### src/bwll_pkg.sv
// Shared constants and types for the band-weighted line-length average.
// No dependencies; imported by every module of the block.
`default_nettype none

package bwll_pkg;

   // default sizing for the top-level parameters
   localparam int DEF_MAX_WINDOW  = 65536;
   localparam int DEF_SAMPLE_BITS = 16;

   // fixed field widths
   localparam int GAIN_W     = 16;
   localparam int LEN_W      = 17;
   localparam int OUT_W      = 26;
   localparam int CSR_IDX_W  = 3;
   localparam int CSR_DATA_W = 17;

   // arithmetic shape
   localparam int FRAC_BITS  = 10;   // Q5.10 gains
   localparam int COMB_GUARD = 6;    // combined sample is SAMPLE_BITS+6 bits
   localparam int AVG_SCALE  = 10;   // result is ten times the mean
   localparam int SCALE_W    = 4;    // bits that AVG_SCALE adds

   // front-to-back queue
   localparam int QUEUE_DEPTH = 2;
   localparam int QPTR_W      = 1;
   localparam int QCNT_W      = 2;

   // register indexes
   localparam logic [CSR_IDX_W-1:0] CSR_GAIN_ALPHA = CSR_IDX_W'(0);
   localparam logic [CSR_IDX_W-1:0] CSR_GAIN_BETA  = CSR_IDX_W'(1);
   localparam logic [CSR_IDX_W-1:0] CSR_GAIN_DELTA = CSR_IDX_W'(2);
   localparam logic [CSR_IDX_W-1:0] CSR_WINDOW_LEN = CSR_IDX_W'(3);

   typedef logic signed [GAIN_W-1:0] gain_type;

   typedef struct packed {
      gain_type alpha;
      gain_type beta;
      gain_type delta;
   } gain_set_type;

   // reset values
   localparam gain_type GAIN_ALPHA_RST = GAIN_W'(4096);
   localparam gain_type GAIN_BETA_RST  = GAIN_W'(7168);
   localparam gain_type GAIN_DELTA_RST = GAIN_W'(-1024);
   localparam logic [LEN_W-1:0] WINDOW_LEN_RST = LEN_W'(1000);

endpackage

`default_nettype wire

### src/bwll_queue.sv
// Short FIFO between the front end and the window update.
// Uses bwll_pkg for its depth.
`default_nettype none

module bwll_queue #(
   parameter int WIDTH = 24
) (
   input  logic             clock,
   input  logic             reset,
   input  logic             push_valid,
   output logic             push_ready,
   input  logic [WIDTH-1:0] push_data,
   output logic             pop_valid,
   input  logic             pop_ready,
   output logic [WIDTH-1:0] pop_data
);
   import bwll_pkg::*;

   logic [WIDTH-1:0]  slot_ff [QUEUE_DEPTH];
   logic [QPTR_W-1:0] rd_ptr_ff, rd_ptr_in, wr_ptr_ff, wr_ptr_in;
   logic [QCNT_W-1:0] count_ff, count_in;
   logic push, pop;

   assign push_ready = count_ff != QCNT_W'(QUEUE_DEPTH);
   assign pop_valid  = count_ff != '0;
   assign pop_data   = slot_ff[rd_ptr_ff];
   assign push       = push_valid && push_ready;
   assign pop        = pop_valid && pop_ready;

   // pointer and fill tracking
   always_comb begin
      rd_ptr_in = rd_ptr_ff;
      wr_ptr_in = wr_ptr_ff;
      count_in  = count_ff;
      if (push) begin
         wr_ptr_in = (wr_ptr_ff == QPTR_W'(QUEUE_DEPTH - 1)) ? '0 : wr_ptr_ff + QPTR_W'(1);
      end
      if (pop) begin
         rd_ptr_in = (rd_ptr_ff == QPTR_W'(QUEUE_DEPTH - 1)) ? '0 : rd_ptr_ff + QPTR_W'(1);
      end
      if (push && !pop) begin
         count_in = count_ff + QCNT_W'(1);
      end else if (pop && !push) begin
         count_in = count_ff - QCNT_W'(1);
      end
   end

   always_ff @(posedge clock) begin
      if (reset) begin
         rd_ptr_ff <= '0;
         wr_ptr_ff <= '0;
         count_ff  <= '0;
      end else begin
         rd_ptr_ff <= rd_ptr_in;
         wr_ptr_ff <= wr_ptr_in;
         count_ff  <= count_in;
      end
      if (push) begin
         slot_ff[wr_ptr_ff] <= push_data;
      end
   end

   a_count_bound: assert property (@(posedge clock) disable iff (reset)
      count_ff <= QCNT_W'(QUEUE_DEPTH))
      else $error("queue fill above depth");

   a_empty_ptrs: assert property (@(posedge clock) disable iff (reset)
      (count_ff == '0) |-> (rd_ptr_ff == wr_ptr_ff))
      else $error("empty queue with pointers apart");

endmodule

`default_nettype wire

### config.mk
export PLATFORM = sky130hd
export DESIGN_NAME = bwll_queue
export DESIGN_NICKNAME = d
export VERILOG_FILES = /design/src/bwll_pkg.sv /design/src/bwll_queue.sv
export SDC_FILE = /design/constraint.sdc
export NUM_CORES = 1
export LEC_CHECK = 0
export ABC_AREA = 1
export BUFFER_PORTS_ARGS = -buffer_cell sky130_fd_sc_hd__buf_2
export CAP_MARGIN = 20
export CORE_ASPECT_RATIO = 0.8
export CORE_MARGIN = 2
export CORE_UTILIZATION = 47
export DETAILED_ROUTE_END_ITERATION = 8
export GPL_TIMING_DRIVEN = 0
export PLACE_DENSITY_LB_ADDON = 0.12
export SLEW_MARGIN = 5
export SYNTH_ARGS = -nofsm -noshare
export SYNTH_HDL_FRONTEND = slang
export SYNTH_SLANG_ARGS = --single-unit
### constraint.sdc
create_clock -name clock -period 2.1 [get_ports clock]
set_input_delay 0.21 -clock clock [delete_from_list [all_inputs] [get_ports clock]]
set_output_delay 0.21 -clock clock [all_outputs]
set_load 0.03 [all_outputs]
==> impl_metrics.yaml <==
logic_synthesis:
  synth_top_family_by_area: "multiplexers"
  ys_ff_latch: 53
  synth-simple-area-share_pct: 3.67
  synth_cell_types: 14
  syn-num-nets: 141
  synth_top_area_share_pct: 69.4
  async_flop_share_pct: 0
  synth_area_leaders: "edfxtp_1 (69%), mux2_4 (14%), dfxtp_1 (4.8%)"
  syn_area_sq_mm: 0.00208
  ys_dominant_reg_cell: "edfxtp_1"
  synth_xor_area_share_pct: 0
  synth_edf_count: 48
  synthAdderAreaFrac_pct: 0.602
  synth_area_per_cell_sq_um: 18.5
  synth_commonest_cells: "edfxtp_1 (48), mux2_4 (20), nand2_1 (9)"
  synth_compound_area_share_pct: 0.964
  synth.largest_area_cell: "edfxtp_1"
  synth-seq-area-share_pct: 74.2
  yosysMostFrequentCell: "edfxtp_1"
  yosys_warnings: 0
  synthMuxAreaShare_pct: 16.6
  synth_cells: 112
worst_hold_path:
  worstHoldStart: "push_data[3]"
  min_path_type: "in -> reg"
  hold_depth: 1
  hold_end: "slot_ff[1][3]"
floorplan:
  die_area_sq_mm: 0.00497
  die_w_um: 78.3
  core-area_sq_mm: 0.00420
  start_util_pct: 49.4
  die_y_um: 63.5
  std_cell_rows: 21
  io_pins: 54
place:
  gp_congestion: 0.745
  place_area_sq_mm: 0.00246
  pre_cts_slack_ps: 383
  io_buffers: 53
  dpl.hpwl_um: 2240
  dp.cells: 224
cells_and_area:
  nNetsFinal: 203
  diodes: 0
  n_fill_cell: 329
  drive_gt1_share_pct: 51.1
  final_area_sq_mm: 0.00254
  finalNonFillerCells: 231
  final_util_pct: 60.4
  area_delta_synth_final_pct: 22.2
clocking:
  cts_tree: "done"
  numCtsBuffers: 5
  hold_buffers: 0
  clk_pin_slew_ps: 80
  post_cts.repair.setup_buffers: 0
  clockBufferDepth: 2
  htree_levels: 2
  clock_sinks: 53
  clk_latency_ps: 290
  cts_resized: 0
  cts_root_buf: "clkbuf_8"
sta:
  tns_ps: 0
  max_freq_mhz: 591
  period_share_pct: 80.6
  hold_viol: 0
  timing.max_slew.rel_slack_pct: 55.9
  fin_ws_ps: 407
  rsz0062_at_grt: "false"
  worst_slew_pin_slew_ps: 661
  slew_violations: 0
  holdWs_ps: 104
  setup_violations: 0
  finalWorstPathRequiredPeriod_ps: 1690
  fin_skew_ps: 6.78
global_route:
  antenna_found_initial: 0
  grt.total_usage_pct: 13.4
  grt_pass1_wl_um: 4890
  grt_pass1_vias: 1092
  grt_max_degree: 17
  grt-ovfl-total: 0
setup_path:
  start_kind: "flip-flop"
  cp_common_cell: "nand2_1"
  max_stage_delay_ps: 540
  crit_type: "reg -> reg"
  endpoint_kind: "flip-flop"
  r2r_end: "slot_ff[0][6]"
  timing.rr.start: "count_ff[0]"
  cp_data_required_time_ps: 2100
  worstPathCellList: "inv_1, nand2_1, nand2_1, nor2_2, buf_8"
  crit_arrival_ps: 1690
  rrSetupSlack_ps: 410
  cp_max_fo: 13
  crit_slowest_cell: "nor2_2"
  r2r_cells: 5
detailed_routing:
  ant_nets: 0
  viasPerCell: 4.66
  vias: 1076
  first_iter_violations: 40
  wl_per_cell_um: 13.3
  drt-pass1-iter-count: 4
  totalWireLength_um: 3070
  remaining_drc_errors: 0
power_and_ir_drop:
  power_density_mw_per_mm2: 1180
  ir_worst_vdd_mv: 0.637
  power_mw: 2.99
  leakage_nw: 1.03
flow_run:
  cap_viol_max_count: 0
outcome:
  outcome: "finished, final reports clean"
==> placed cells by master, fill, tap and decap left out <==
master	Yosys	final
buf_12	2	2
nand4_1	1	1
clkinv_1	0	1
nand2_1	9	9
edfxtp_1	48	48
buf_16	0	1
inv_1	8	8
dfxtp_1	5	5
o21ai_0	2	2
nand3_1	2	2
nor2_1	7	5
buf_8	0	1
a21oi_1	2	2
clkbuf_1	0	1
buf_6	1	1
clkbuf_8	0	5
mux2_4	20	20
ha_1	1	1
buf_2	0	53
nor2_2	0	2
mux2_2	4	4
==> power by group <==
part | internal [mW] | leakage (nW) | switching [mW]
Clock | 0.225 | 0.0387 | 0.281
Combinational | 0.449 | 0.499 | 0.660
Sequential | 1.34 | 0.489 | 0.0448
Total | 2.01 | 1.03 | 0.986
==> sequential cells by signal (all words and copies together) (netlist names), named ones only <==
signal	cells
count_ff	2
rd_ptr_ff	1
slot_ff	48
wr_ptr_ff	1
==> worst max path at each step <==
stage	startpoint	endpoint	slack (ps)	cells after the start
final	count_ff[0]	slot_ff[0][6]	410	5
after global routing	count_ff[0]	slot_ff[0][6]	230	5
after CTS	count_ff[0]	slot_ff[0][6]	360	5
after detailed placement	count_ff[0]	slot_ff[0][8]	380	5
after global placement	count_ff[0]	slot_ff[0][17]	-470	4
after floorplan	count_ff[0]	slot_ff[0][0]	-120	4
==> final cells by class <==
class,instances,area [sq um],area share [%]
flip-flops and latches,53,1540,60.7
multi-input cells,48,459,18.1
repair buffers,55,308,12.1
clock buffers,6,72.6,2.86
well taps,57,71.3,2.81
plain buffers,3,51.3,2.02
inverters,8,30.0,1.18
clock inverters,1,3.75,0.148
==> logic make-up after synthesis <==
logic type      after synthesis
compound gates                4
fa+ha+maj                     1
buf+inv                      11
flops                        53
mux                          24
simple gates                 19
==> worst max-delay path: cells and delay by family (launching register included) <==
family,cells,cell delay (ps)
DFF,1,340
buffers and inverters,2,330
and+or+nand+nor,3,730
==> routing by layer <==
layer  GRT usage (%)  up-vias  share of wire (%)
met3            4.87        4                6.4
li1                -      534                  -
met5               0        -                  0
met4            5.26        0                1.0
met2            23.2       33                 50
met1            15.3      505                 42
No activity file was read; power rests on OpenSTA's default activity.
