`config.mk`:
```
export PLATFORM = sky130hd
export DESIGN_NAME = bwll_div
export DESIGN_NICKNAME = d
export VERILOG_FILES = /design/src/bwll_pkg.sv /design/src/bwll_div.sv
export SDC_FILE = /design/constraint.sdc
export NUM_CORES = 1
export LEC_CHECK = 0
export BUFFER_PORTS_ARGS = -buffer_cell sky130_fd_sc_hd__buf_4
export CAP_MARGIN = 15
export CORE_ASPECT_RATIO = 0.6
export CORE_MARGIN = 2
export CORE_UTILIZATION = 40
export CTS_CLUSTER_DIAMETER = 30
export DETAILED_ROUTE_END_ITERATION = 6
export PLACE_DENSITY_LB_ADDON = 0.2
export SYNTH_ARGS = -nofsm -noshare
export SYNTH_HDL_FRONTEND = slang
export SYNTH_SLANG_ARGS = --single-unit
```
`constraint.sdc`:
```
create_clock -name clock -period 7.6 [get_ports clock]
set_clock_uncertainty 0.1 [all_clocks]
set_input_delay 1.52 -clock clock [delete_from_list [all_inputs] [get_ports clock]]
set_output_delay 1.52 -clock clock [all_outputs]
set_load 0.03 [all_outputs]
```
`src/bwll_pkg.sv`:
```
// Shared constants and types for the band-weighted line-length average.
// No dependencies; imported by every module of the block.
`default_nettype none

package bwll_pkg;

   // default sizing for the top-level parameters
   localparam int DEF_MAX_WINDOW  = 65536;
   localparam int DEF_SAMPLE_BITS = 16;

   // fixed field widths
   localparam int GAIN_W     = 16;
   localparam int LEN_W      = 17;
   localparam int OUT_W      = 26;
   localparam int CSR_IDX_W  = 3;
   localparam int CSR_DATA_W = 17;

   // arithmetic shape
   localparam int FRAC_BITS  = 10;   // Q5.10 gains
   localparam int COMB_GUARD = 6;    // combined sample is SAMPLE_BITS+6 bits
   localparam int AVG_SCALE  = 10;   // result is ten times the mean
   localparam int SCALE_W    = 4;    // bits that AVG_SCALE adds

   // front-to-back queue
   localparam int QUEUE_DEPTH = 2;
   localparam int QPTR_W      = 1;
   localparam int QCNT_W      = 2;

   // register indexes
   localparam logic [CSR_IDX_W-1:0] CSR_GAIN_ALPHA = CSR_IDX_W'(0);
   localparam logic [CSR_IDX_W-1:0] CSR_GAIN_BETA  = CSR_IDX_W'(1);
   localparam logic [CSR_IDX_W-1:0] CSR_GAIN_DELTA = CSR_IDX_W'(2);
   localparam logic [CSR_IDX_W-1:0] CSR_WINDOW_LEN = CSR_IDX_W'(3);

   typedef logic signed [GAIN_W-1:0] gain_type;

   typedef struct packed {
      gain_type alpha;
      gain_type beta;
      gain_type delta;
   } gain_set_type;

   // reset values
   localparam gain_type GAIN_ALPHA_RST = GAIN_W'(4096);
   localparam gain_type GAIN_BETA_RST  = GAIN_W'(7168);
   localparam gain_type GAIN_DELTA_RST = GAIN_W'(-1024);
   localparam logic [LEN_W-1:0] WINDOW_LEN_RST = LEN_W'(1000);

endpackage

`default_nettype wire

```
`src/bwll_div.sv`:
```
// Bit-serial divider: ten times the window total over the window length,
// one quotient bit per cycle, with the result word register. Uses bwll_pkg.
`default_nettype none

module bwll_div #(
   parameter int MAX_WINDOW = bwll_pkg::DEF_MAX_WINDOW,
   parameter int DIFF_W     = bwll_pkg::DEF_SAMPLE_BITS + bwll_pkg::COMB_GUARD + 1
) (
   input  logic                                 clock,
   input  logic                                 reset,
   input  logic [$clog2(MAX_WINDOW+1)-1:0]      win,
   input  logic                                 in_valid,
   output logic                                 in_ready,
   input  logic [DIFF_W+$clog2(MAX_WINDOW)-1:0] in_total,
   output logic                                 out_valid,
   input  logic                                 out_ready,
   output logic [bwll_pkg::OUT_W-1:0]           out_quot
);
   import bwll_pkg::*;

   localparam int WIN_W  = $clog2(MAX_WINDOW + 1);
   localparam int ADDR_W = $clog2(MAX_WINDOW);
   localparam int TOT_W  = DIFF_W + ADDR_W;
   localparam int DVD_W  = TOT_W + SCALE_W;
   localparam int Q_W    = DIFF_W + SCALE_W;
   localparam int CNT_W  = $clog2(Q_W + 1);

   localparam logic [1:0] DV_IDLE = 2'd0;
   localparam logic [1:0] DV_STEP = 2'd1;
   localparam logic [1:0] DV_HOLD = 2'd2;

   logic [1:0]       state_ff, state_in;
   logic [WIN_W-1:0] rem_ff, rem_in, den_ff, den_in;
   logic [Q_W-1:0]   num_ff, num_in;
   logic [CNT_W-1:0] cnt_ff, cnt_in;
   logic             ovalid_ff, ovalid_in;
   logic [OUT_W-1:0] odata_ff, odata_in;

   logic [DVD_W-1:0] dvd;
   logic [WIN_W:0]   trial, trial_sub;
   logic             ge;

   assign in_ready  = state_ff == DV_IDLE;
   assign out_valid = ovalid_ff;
   assign out_quot  = odata_ff;

   // ten times the total as two shifted copies
   assign dvd = (DVD_W'(in_total) << 3) + (DVD_W'(in_total) << 1);

   // one restoring step
   assign trial     = {rem_ff, num_ff[Q_W-1]};
   assign trial_sub = trial - {1'b0, den_ff};
   assign ge        = trial >= {1'b0, den_ff};

   always_comb begin
      state_in  = state_ff;
      rem_in    = rem_ff;
      den_in    = den_ff;
      num_in    = num_ff;
      cnt_in    = cnt_ff;
      ovalid_in = ovalid_ff;
      odata_in  = odata_ff;
      if (ovalid_ff && out_ready) begin
         ovalid_in = 1'b0;
      end
      unique case (state_ff)
         DV_IDLE: begin
            if (in_valid) begin
               // high part is below the divisor, so the quotient fits Q_W bits
               rem_in   = WIN_W'(dvd[DVD_W-1:Q_W]);
               num_in   = dvd[Q_W-1:0];
               den_in   = win;
               cnt_in   = CNT_W'(Q_W);
               state_in = DV_STEP;
            end
         end
         DV_STEP: begin
            rem_in = ge ? trial_sub[WIN_W-1:0] : trial[WIN_W-1:0];
            num_in = {num_ff[Q_W-2:0], ge};
            cnt_in = cnt_ff - CNT_W'(1);
            if (cnt_ff == CNT_W'(1)) begin
               state_in = DV_HOLD;
            end
         end
         DV_HOLD: begin
            if (!ovalid_ff || out_ready) begin
               ovalid_in = 1'b1;
               odata_in  = OUT_W'(num_ff);
               state_in  = DV_IDLE;
            end
         end
         default: begin
            state_in = DV_IDLE;
         end
      endcase
   end

   always_ff @(posedge clock) begin
      if (reset) begin
         state_ff  <= DV_IDLE;
         ovalid_ff <= 1'b0;
         cnt_ff    <= '0;
      end else begin
         state_ff  <= state_in;
         ovalid_ff <= ovalid_in;
         cnt_ff    <= cnt_in;
      end
      rem_ff   <= rem_in;
      den_ff   <= den_in;
      num_ff   <= num_in;
      odata_ff <= odata_in;
   end

   a_rem_below_den: assert property (@(posedge clock) disable iff (reset)
      (state_ff == DV_STEP) |-> (rem_ff < den_ff))
      else $error("partial remainder not below divisor");

endmodule

`default_nettype wire

```
==> metrics <==
Comb power frac=0.342; largest net degree at the start of global routing=61; GRT Overall Usage=0.205; final setup TNS=0 ns; Synth area leaders=edfxtp_1 (39%), ha_1 (10%), a21oi_1 (4.8%), nand2_1 (4.2%), nor2_1 (3.6%); Final period util=0.572; Total Routed Length=18.2 mm; post-synth cell types=76; Syn Nets=825; vias in the first global route=5285; FILL cells=1575; Post-CTS Setup Bufs=0; via count=5687; min cycle time layout=4.34 ns; Routed Antenna Nets=0; syn avg cell area=9.57 um^2; post-cts sizing count=0; CP max FO=3; Critical Path Sink Type=flip-flop; CTS root buffer=clkbuf_16; clock buffer depth=2; hold_buf cts=0; Reg power frac=0.390; Final Setup Violations=0; Area Growth Syn to Fin=16.9%; clock transition at the registers of the reported paths=0.08 ns; CP peak stage delay=0.45 ns; Horiz. Die Dim=172 um; Switching Share=0.361; Final Max Tran Viols=0; measured slew at the worst slew-check pin=1.07 ns; switching pwr=649 uW; die area=18000 um^2; Yosys top cell area share=0.386; P_int=1150 uW; worst skew pair latency=0.36 ns; clock power share=0.267; Final Cell Area=7910 um^2; IO Pins=88; most frequent cell after synthesis=edfxtp_1; IO Port Bufs=87; initial antenna violation count=0; max cap viols=0; mapped cell area=6770 um^2; VDD IR max=0.000114 V; Synth area leader=edfxtp_1; async set-reset flop share out of synthesis=0; Mapped Cells=707; wire per inst=17.9 um; RSZ-0062 raised after global routing=no; Total Power=1800 uW; CTS tree=built; dpl hpwl=13.9 mm; DRT iter0 DRCs=613; worst path required time=7.58 ns; status=complete, no violations; Final nets=902; RePlAce Congestion=0.904; area post-placement=7590 um^2; Starting Density=0.413; f_max=230 MHz; DIE HEIGHT=105 um; clk sinks=95; PD cells=227 nW/um^2; proportion of layout cells with a drive suffix above 1=0.170; kind of critical path=input port to flip-flop; Antenna Cells=0; 1st-pass router iterations=5; EDFF count, synth=87; final-report hold violation count=0; first-pass GRT wire length=28.8 mm; flops & latches, synth=95; routed vias/inst=5.59; # rows=36; critical path launch point type=input port; CP Cell Sequence=buf_4 > ha_1 > fa_1 > a211oi_2 > o21ai_0 > a32o_1 > o31ai_1 > nand2_1 > a31oi_1 > mux2i_1 > o211ai_1; synth cell count leaders=edfxtp_1 (87), nand2_1 (75), a21oi_1 (65); Yosys warnings=0; core area=16400 um^2; Worst EP arrival=4.32 ns; main flop type after synthesis=edfxtp_1; crit-path leading delay family=compound AO/OA/AOI/OAI gates; residual DRC count=0; Slew HR=0.290; CTS Buf Count=9; slowest library cell on the worst path=fa_1; htree depth=3; GRT overflow=0; CP bufs+invs=1; Pleak=0.00325 uW; Hold WC Path Type=flip-flop to flip-flop; sequential area share after synthesis=0.410
## layer usage
layer | share of wire | vias up | GRT usage
li1 | - | 2781 | -
met1 | 0.55 | 2669 | 0.350
met5 | 0 | - | 0
met3 | 0.075 | 17 | 0.0398
met4 | 0.0077 | 0 | 0.0402
met2 | 0.37 | 220 | 0.255
## placed cells by master (no fill, tap or decap), drive strengths merged, types with 5 or more instances in the layout
cell type / n
a211oi: 17
dfxtp: 8
a21o: 16
o21bai: 10
and3: 7
ha: 56
nor2b: 7
nor2: 64
nand2b: 7
edfxtp: 87
o21ai: 47
nand4: 6
xnor2: 21
buf: 92
nand3: 11
o21a: 9
nor4: 9
mux2i: 9
nand2: 76
o211ai: 8
a21oi: 68
a31oi: 7
nor3: 14
clkbuf: 9
inv: 40
xor2: 19
a2111oi: 5
## final timing paths
kind	start	end	slack (ns)	depth (start not counted)
worst max register to register	num_ff[26]	rem_ff[8]	3.79	12
worst max-delay path	in_total[0]	rem_ff[14]	3.26	11
worst min register to register	num_ff[22]	out_quot[22]	0.35	0
worst min-delay path	num_ff[22]	out_quot[22]	0.35	0
## area by class of cell
cell class	count	area, um^2	share of cell area
Multi-Input combinational cell	549	3700	0.468
Inverter	37	139	0.0176
Sequential cell	95	2770	0.351
Clock inverter	7	96.3	0.0122
Tap cell	228	285	0.0361
Timing Repair Buffer	92	691	0.0873
Clock buffer	9	225	0.0285
## power groups by stage
stage	clock network (uW)	registers, uW	logic [uW]
2_1_floorplan	0	697	457
3_3_place_gp	0	710	586
3_5_place_dp	0	712	599
4_1_cts	491	701	606
5_1_grt	508	709	681
6_report	480	702	615
## state kept, by name (all words and copies together) (netlist names)
register   cells
state_ff       2
out_quot      26
out_valid      1
rem_ff        17
den_ff        17
cnt_ff         5
num_ff        27
## worst reg2reg max path: stages, from the launching register on
cell	delay, ns
edfxtp_1	0.38
inv_1	0.08
ha_1	0.17
inv_1	0.06
fa_1	0.42
a211o_1	0.36
a21oi_2	0.17
o31ai_2	0.11
a21oi_2	0.20
o21a_1	0.85
mux2i_1	0.40
o32a_1	0.21
nand2_1	0.07
## per-stage QoR
| step | instances | hold slack, ns | util | setup WS (ns) |
|---|---|---|---|---|
| floorplan | 707 | 0.321 | - | 3.55 |
| global placement | 1001 | 0.333 | 0.463 | 3.07 |
| detailed placement | 1001 | 0.334 | 0.463 | 2.91 |
| CTS | 1017 | 0.351 | 0.482 | 3.28 |
| global route | 1017 | 0.355 | 0.482 | 3.14 |
| finish | 1017 | 0.346 | 0.482 | 3.26 |
## kinds of logic after synthesis
| logic type | after synthesis | synth area share |
|---|---|---|
| simple gates | 221 | 0.153 |
| fa+ha+maj | 58 | 0.109 |
| xor+xnor | 40 | 0.0518 |
| compound gates | 220 | 0.216 |
| buf+inv | 63 | 0.0446 |
| mux | 10 | 0.0150 |
| flops | 95 | 0.410 |
No activity file was read; power rests on OpenSTA's default activity.
