[src/bwll_pkg.sv]
// Shared constants and types for the band-weighted line-length average.
// No dependencies; imported by every module of the block.
`default_nettype none

package bwll_pkg;

   // default sizing for the top-level parameters
   localparam int DEF_MAX_WINDOW  = 65536;
   localparam int DEF_SAMPLE_BITS = 16;

   // fixed field widths
   localparam int GAIN_W     = 16;
   localparam int LEN_W      = 17;
   localparam int OUT_W      = 26;
   localparam int CSR_IDX_W  = 3;
   localparam int CSR_DATA_W = 17;

   // arithmetic shape
   localparam int FRAC_BITS  = 10;   // Q5.10 gains
   localparam int COMB_GUARD = 6;    // combined sample is SAMPLE_BITS+6 bits
   localparam int AVG_SCALE  = 10;   // result is ten times the mean
   localparam int SCALE_W    = 4;    // bits that AVG_SCALE adds

   // front-to-back queue
   localparam int QUEUE_DEPTH = 2;
   localparam int QPTR_W      = 1;
   localparam int QCNT_W      = 2;

   // register indexes
   localparam logic [CSR_IDX_W-1:0] CSR_GAIN_ALPHA = CSR_IDX_W'(0);
   localparam logic [CSR_IDX_W-1:0] CSR_GAIN_BETA  = CSR_IDX_W'(1);
   localparam logic [CSR_IDX_W-1:0] CSR_GAIN_DELTA = CSR_IDX_W'(2);
   localparam logic [CSR_IDX_W-1:0] CSR_WINDOW_LEN = CSR_IDX_W'(3);

   typedef logic signed [GAIN_W-1:0] gain_type;

   typedef struct packed {
      gain_type alpha;
      gain_type beta;
      gain_type delta;
   } gain_set_type;

   // reset values
   localparam gain_type GAIN_ALPHA_RST = GAIN_W'(4096);
   localparam gain_type GAIN_BETA_RST  = GAIN_W'(7168);
   localparam gain_type GAIN_DELTA_RST = GAIN_W'(-1024);
   localparam logic [LEN_W-1:0] WINDOW_LEN_RST = LEN_W'(1000);

endpackage

`default_nettype wire

[src/bwll_front.sv]
// Front end: weights the three band samples, forms the saturated combined
// sample and its absolute step from the previous one. Uses bwll_pkg.
`default_nettype none

module bwll_front #(
   parameter int SAMPLE_BITS = bwll_pkg::DEF_SAMPLE_BITS
) (
   input  logic                                     clock,
   input  logic                                     reset,
   input  bwll_pkg::gain_set_type                   gains,
   input  logic                                     in_valid,
   output logic                                     in_ready,
   input  logic signed [SAMPLE_BITS-1:0]            in_alpha,
   input  logic signed [SAMPLE_BITS-1:0]            in_beta,
   input  logic signed [SAMPLE_BITS-1:0]            in_delta,
   output logic                                     out_valid,
   input  logic                                     out_ready,
   output logic                                     out_use,
   output logic [SAMPLE_BITS+bwll_pkg::COMB_GUARD:0] out_diff
);
   import bwll_pkg::*;

   localparam int PROD_W  = SAMPLE_BITS + GAIN_W;
   localparam int SUM_W   = PROD_W + 2;
   localparam int SHIFT_W = SUM_W - FRAC_BITS;
   localparam int COMB_W  = SAMPLE_BITS + COMB_GUARD;
   localparam int DIFF_W  = COMB_W + 1;

   logic adv;

   logic v1_ff, v1_in, v2_ff, v2_in, v3_ff, v3_in;
   logic signed [PROD_W-1:0] pa_ff, pa_in, pb_ff, pb_in, pd_ff, pd_in;
   logic signed [COMB_W-1:0] comb_ff, comb_in, prev_ff, prev_in;
   logic primed_ff, primed_in, use_ff, use_in;
   logic [DIFF_W-1:0] diff_ff, diff_in;

   logic signed [PROD_W-1:0] a_ext, b_ext, d_ext, ga_ext, gb_ext, gd_ext;
   logic signed [SUM_W-1:0]  sum;
   logic signed [SHIFT_W-1:0] sh;
   logic signed [DIFF_W-1:0] dd;

   // pipeline moves whenever the last stage is empty or drains
   assign adv       = !v3_ff || out_ready;
   assign in_ready  = adv;
   assign out_valid = v3_ff;
   assign out_use   = use_ff;
   assign out_diff  = diff_ff;

   // stage 1: three products
   assign a_ext  = PROD_W'(in_alpha);
   assign b_ext  = PROD_W'(in_beta);
   assign d_ext  = PROD_W'(in_delta);
   assign ga_ext = PROD_W'(gains.alpha);
   assign gb_ext = PROD_W'(gains.beta);
   assign gd_ext = PROD_W'(gains.delta);

   // stage 2: sum, floor by 1024, saturate
   assign sum = SUM_W'(pa_ff) + SUM_W'(pb_ff) + SUM_W'(pd_ff);
   assign sh  = sum[SUM_W-1:FRAC_BITS];

   // stage 3: step from previous combined sample
   assign dd = DIFF_W'(comb_ff) - DIFF_W'(prev_ff);

   always_comb begin
      v1_in     = v1_ff;
      v2_in     = v2_ff;
      v3_in     = v3_ff;
      pa_in     = pa_ff;
      pb_in     = pb_ff;
      pd_in     = pd_ff;
      comb_in   = comb_ff;
      prev_in   = prev_ff;
      primed_in = primed_ff;
      use_in    = use_ff;
      diff_in   = diff_ff;
      if (adv) begin
         v1_in = in_valid;
         v2_in = v1_ff;
         v3_in = v2_ff;
         pa_in = a_ext * ga_ext;
         pb_in = b_ext * gb_ext;
         pd_in = d_ext * gd_ext;
         priority if (sh[SHIFT_W-1:COMB_W-1] == '0 || sh[SHIFT_W-1:COMB_W-1] == '1) begin
            comb_in = sh[COMB_W-1:0];
         end else if (sh[SHIFT_W-1]) begin
            comb_in = {1'b1, {(COMB_W-1){1'b0}}};
         end else begin
            comb_in = {1'b0, {(COMB_W-1){1'b1}}};
         end
         use_in  = primed_ff;
         diff_in = dd[DIFF_W-1] ? DIFF_W'(-dd) : DIFF_W'(dd);
         if (v2_ff) begin
            prev_in   = comb_ff;
            primed_in = 1'b1;
         end
      end
   end

   always_ff @(posedge clock) begin
      if (reset) begin
         v1_ff     <= 1'b0;
         v2_ff     <= 1'b0;
         v3_ff     <= 1'b0;
         primed_ff <= 1'b0;
         prev_ff   <= '0;
      end else begin
         v1_ff     <= v1_in;
         v2_ff     <= v2_in;
         v3_ff     <= v3_in;
         primed_ff <= primed_in;
         prev_ff   <= prev_in;
      end
      pa_ff   <= pa_in;
      pb_ff   <= pb_in;
      pd_ff   <= pd_in;
      comb_ff <= comb_in;
      use_ff  <= use_in;
      diff_ff <= diff_in;
   end

endmodule

`default_nettype wire

[config.mk]
export PLATFORM = sky130hd
export DESIGN_NAME = bwll_front
export DESIGN_NICKNAME = d
export VERILOG_FILES = /design/src/bwll_pkg.sv /design/src/bwll_front.sv
export SDC_FILE = /design/constraint.sdc
export NUM_CORES = 2
export LEC_CHECK = 0
export BUFFER_PORTS_ARGS = -buffer_cell sky130_fd_sc_hd__buf_2
export CORE_MARGIN = 4
export CORE_UTILIZATION = 58
export CTS_CLUSTER_DIAMETER = 120
export DETAILED_ROUTE_END_ITERATION = 8
export PLACE_DENSITY = 0.75
export SYNTH_ARGS = -nofsm -noshare
export SYNTH_HDL_FRONTEND = slang
export SYNTH_SLANG_ARGS = --single-unit
[constraint.sdc]
create_clock -name clock -period 17.1 [get_ports clock]
set_input_delay 0.855 -clock clock [delete_from_list [all_inputs] [get_ports clock]]
set_output_delay 0.855 -clock clock [all_outputs]
set_load 0.005 [all_outputs]
==> run summary <==
- **finished layout cell area** 0.0398 sq mm
- **count of flip-flops with a built-in enable after synthesis** 142
- **net count of the mapped netlist** 5103
- **total I/O pin count** 126
- **total congestion overflow** 0
- **root buf cell** sky130_fd_sc_hd__clkbuf_16
- **number of maximum-capacitance constraint violations** 0
- **CP Capture Type** flip-flop
- **Max Clk Rate** 141 MHz
- **Post-Place Worst Slack** 9.65 ns
- **vias in the first global route** 27211
- **top cell type's share of synthesized area** 43.2%
- **Post-DRT Antenna Nets** 0
- **class of the tightest hold or removal check** flip-flop to flip-flop
- **Final #Nets** 5136
- **final wirelength** 79600 microns
- **Die Span Y** 264 microns
- **min setup slack post-route** 10.03 ns
- **Critical Path End** pa_ff[31]
- **setup fix buffers added after clock tree synthesis** 0
- **cell area reported after detailed placement** 0.0392 sq mm
- **number of antenna violations at the first check in global routing** 1
- **Crit Path Max Fanout** 16
- **H-Tree Depth** 4
- **detailed-route via count** 25593
- **Critical Path RT** 17.32 ns
- **clock-pin slew on the worst setup and hold paths** 0.07 ns
- **weighted congestion reported at the end of routability-driven placement** 0.858
- **arrival time at the worst endpoint** 7.29 ns
- **final non-filler cell total** 4786
- **top cells by area in the synthesized netlist** sky130_fd_sc_hd__fa_1, sky130_fd_sc_hd__edfxtp_1, sky130_fd_sc_hd__ha_1, sky130_fd_sc_hd__inv_1, sky130_fd_sc_hd__and2_1
- **top cell family by delay on the critical path** adder cells
- **drt drc** 0
- **post-synthesis sequential area ratio** 12.6%
- **Crit. path cell count** 20
- **number of hold-repair buffers added at the cts stage** 0
- **total setup violations reported at the end of the flow** 0
- **Detail Placement HPWL** 65900 microns
- **WP buf/inv** 4
- **slowest stage cell on the critical path** sky130_fd_sc_hd__fa_1
- **pin count of the biggest net entering global routing** 78
- **number of instances in the placed design** 4753
- **Gate Count Post-Synth** 3884
- **Filler Cell Count** 5323
- **commonest register cell after synthesis** sky130_fd_sc_hd__edfxtp_1
- **Clock Sink Count** 168
- **share of synthesized registers carrying an async set or reset** 0%
- **Critical Path Source Type** primary input
- **die area** 0.0695 sq mm
- **detailed router's first-iteration violation count** 1506
- **total of warnings raised by yosys** 0
- **Final TNS setup** 0 ns
- **cell type contributing the most total cell area after synthesis** sky130_fd_sc_hd__fa_1
- **slack of the worst reg-to-reg path** 12.57 ns
- **unrepaired setup endpoints after global routing** false
- **final clock period utilization by the worst path** 41.3%
- **Least-Margin Pin Slew** 1.20 ns
- **fraction of final layout cells with drive strength greater than 1** 4.94%
- **most prevalent standard cell on the critical path** sky130_fd_sc_hd__fa_1
- **R2R Path End** comb_ff[12]
- **post-DR wirelength/cell** 16.6 microns
- **initial standard-cell utilization of the core** 58.7%
- **area growth from synthesis to layout** 5.00%
- **row count** 93
- **Die Span X** 264 microns
- **worst flop-to-flop path startpoint** pd_ff[6]
- **max incr delay on CP** 0.91 ns
- **Setup Skew** 0.0117 ns
- **area of the core region** 0.0646 sq mm
- **Port Buffer Count** 125
- **TritonCTS clock tree** built
- **Critical path origin** gains[33]
- **average cell area after synthesis** 9.75 sq um
- **all-layer global routing usage** 23.8%
- **WS Path Type** primary input to flip-flop
- **status** finished clean
- **endpoints failing hold** 0
- **first-pass GRT wire length** 136000 microns
- **Post-Synthesis Cell Area** 0.0379 sq mm
- **Final min period** 7.07 ns
- **Max Root-Sink Buffers** 2
- **count of state elements after synthesis** 168
- **number of max-slew violations in the final report** 0
- **Clock Latency Late Sink** 0.44 ns
- **DRT Pass-1 Iters** 5
- **Via-to-Cell Ratio** 5.35
- **ordered cell list for the critical path** buf_2 -> nand2_1 -> inv_1 -> fa_1 -> fa_1 -> fa_1 -> fa_1 -> fa_1 -> inv_1 -> fa_1 -> inv_1 -> ha_1 -> and3_1 -> nand4_1 -> or2_2 -> a311oi_1 -> nand4_1 -> nand4b_1 -> a21oi_1 -> xnor2_1
- **number of CTS-inserted buffers** 17
- **worst relative slew slack** 19.4%
- **Post-CTS Resized** 0
- **Distinct cells, synth** 77
- **depth of the worst register-to-register path** 13
==> cells in the final DEF (no fill, tap or decap), types with 83 or more instances in the layout <==
| cell type | count |
|---|---|
| sky130_fd_sc_hd__xnor2_1 | 116 |
| sky130_fd_sc_hd__fa_1 | 818 |
| sky130_fd_sc_hd__nand2_1 | 450 |
| sky130_fd_sc_hd__inv_1 | 896 |
| sky130_fd_sc_hd__nor2_1 | 93 |
| sky130_fd_sc_hd__and2_1 | 373 |
| sky130_fd_sc_hd__ha_1 | 301 |
| sky130_fd_sc_hd__buf_2 | 125 |
| sky130_fd_sc_hd__a21oi_1 | 133 |
| sky130_fd_sc_hd__a21o_1 | 83 |
| sky130_fd_sc_hd__edfxtp_1 | 142 |
==> cell usage after synthesis (all sizes together) (6+ instances only) <==
cell type and instances:
o211ai 7, nor4 6, inv 896, a21o 83
nand2b 25, nand3 12, buf 6, o21ai 53
o21bai 18, xnor2 117, ha 301, nor3 24
or3 6, dfxtp 26, or2 9, fa 818
edfxtp 142, nor2 93, and2 373, nand4 9
a21oi 134, nor2b 14, xor2 47, and3 18
a31oi 11, nand2 450, clkbuf 106, a211oi 6
o21a 16
==> kinds of logic (layout without fill, tap and decap cells) <==
| group | Yosys count | after routing | synth area share [%] |
|---|---|---|---|
| compound gates | 368 | 368 | 6.39 |
| xor+xnor | 164 | 164 | 3.84 |
| fa+ha+maj | 1119 | 1119 | 53.2 |
| buf+inv | 1008 | 1054 | 10.0 |
| flops | 168 | 168 | 12.6 |
| mux | 3 | 3 | 0.0793 |
| other cells | 0 | 1 | 0 |
| simple gates | 1054 | 1054 | 13.9 |
==> how the worst min path moves through the flow <==
| stage | from | to | slack (ns) | depth (start not counted) |
|---|---|---|---|---|
| floorplan | primed_ff | out_use | 0.41 | 0 |
| global placement | primed_ff | out_use | 0.42 | 0 |
| detailed placement | primed_ff | out_use | 0.44 | 0 |
| CTS | prev_ff[2] | prev_ff[2] | 0.46 | 2 |
| global route | primed_ff | out_use | 0.47 | 0 |
| finish | primed_ff | out_use | 0.45 | 0 |
==> worst reg2reg max path, stage by stage, from the launching register on <==
cell and delay, ns:
sky130_fd_sc_hd__edfxtp_1 0.47, sky130_fd_sc_hd__fa_1 0.48, sky130_fd_sc_hd__ha_1 0.32, sky130_fd_sc_hd__a211oi_1 0.27
sky130_fd_sc_hd__o21ai_1 0.13, sky130_fd_sc_hd__o32ai_1 0.40, sky130_fd_sc_hd__nand4bb_1 0.22, sky130_fd_sc_hd__a31oi_1 0.16
sky130_fd_sc_hd__o211ai_1 0.25, sky130_fd_sc_hd__nand2_1 0.11, sky130_fd_sc_hd__a21o_1 0.24, sky130_fd_sc_hd__mux2i_1 0.15
sky130_fd_sc_hd__nor3_2 0.97, sky130_fd_sc_hd__a31o_2 0.22
==> sequential cells by signal, summed over array words and instances (netlist names), 22 cells and up <==
name,flops
pd_ff,32
pa_ff,32
pb_ff,32
comb_ff,22
prev_ff,22
out_diff,23
==> through the flow <==
stage | hold WS, ns | utilization (%)
after CTS | 0.457 | 61.6
after global placement | 0.417 | 60.6
final | 0.452 | 61.6
after global routing | 0.472 | 61.6
after detailed placement | 0.440 | 60.6
after floorplan | 0.409 | -
==> layer usage <==
metal	global-route usage (%)	wire (microns)
met3	2.81	4490
met1	33.3	33800
met2	40.4	39500
met4	5.70	1730
met5	0	0
==> area by class of cell <==
type                       instances  area (sq um)  area share, %
clock buffer                      17           425           1.07
timing repair buffer             126           633           1.59
sequential                       168          4780           12.0
antenna                            1          2.50        0.00629
multi-input combinational       2708         29300           73.7
inverter                         896          3360           8.46
tap                              855          1070           2.69
clock inverter                    15           183          0.459
Power is left out: the tool's default activity adds up to more than one toggle a clock period on the data nets, which glitch-free logic cannot reach.
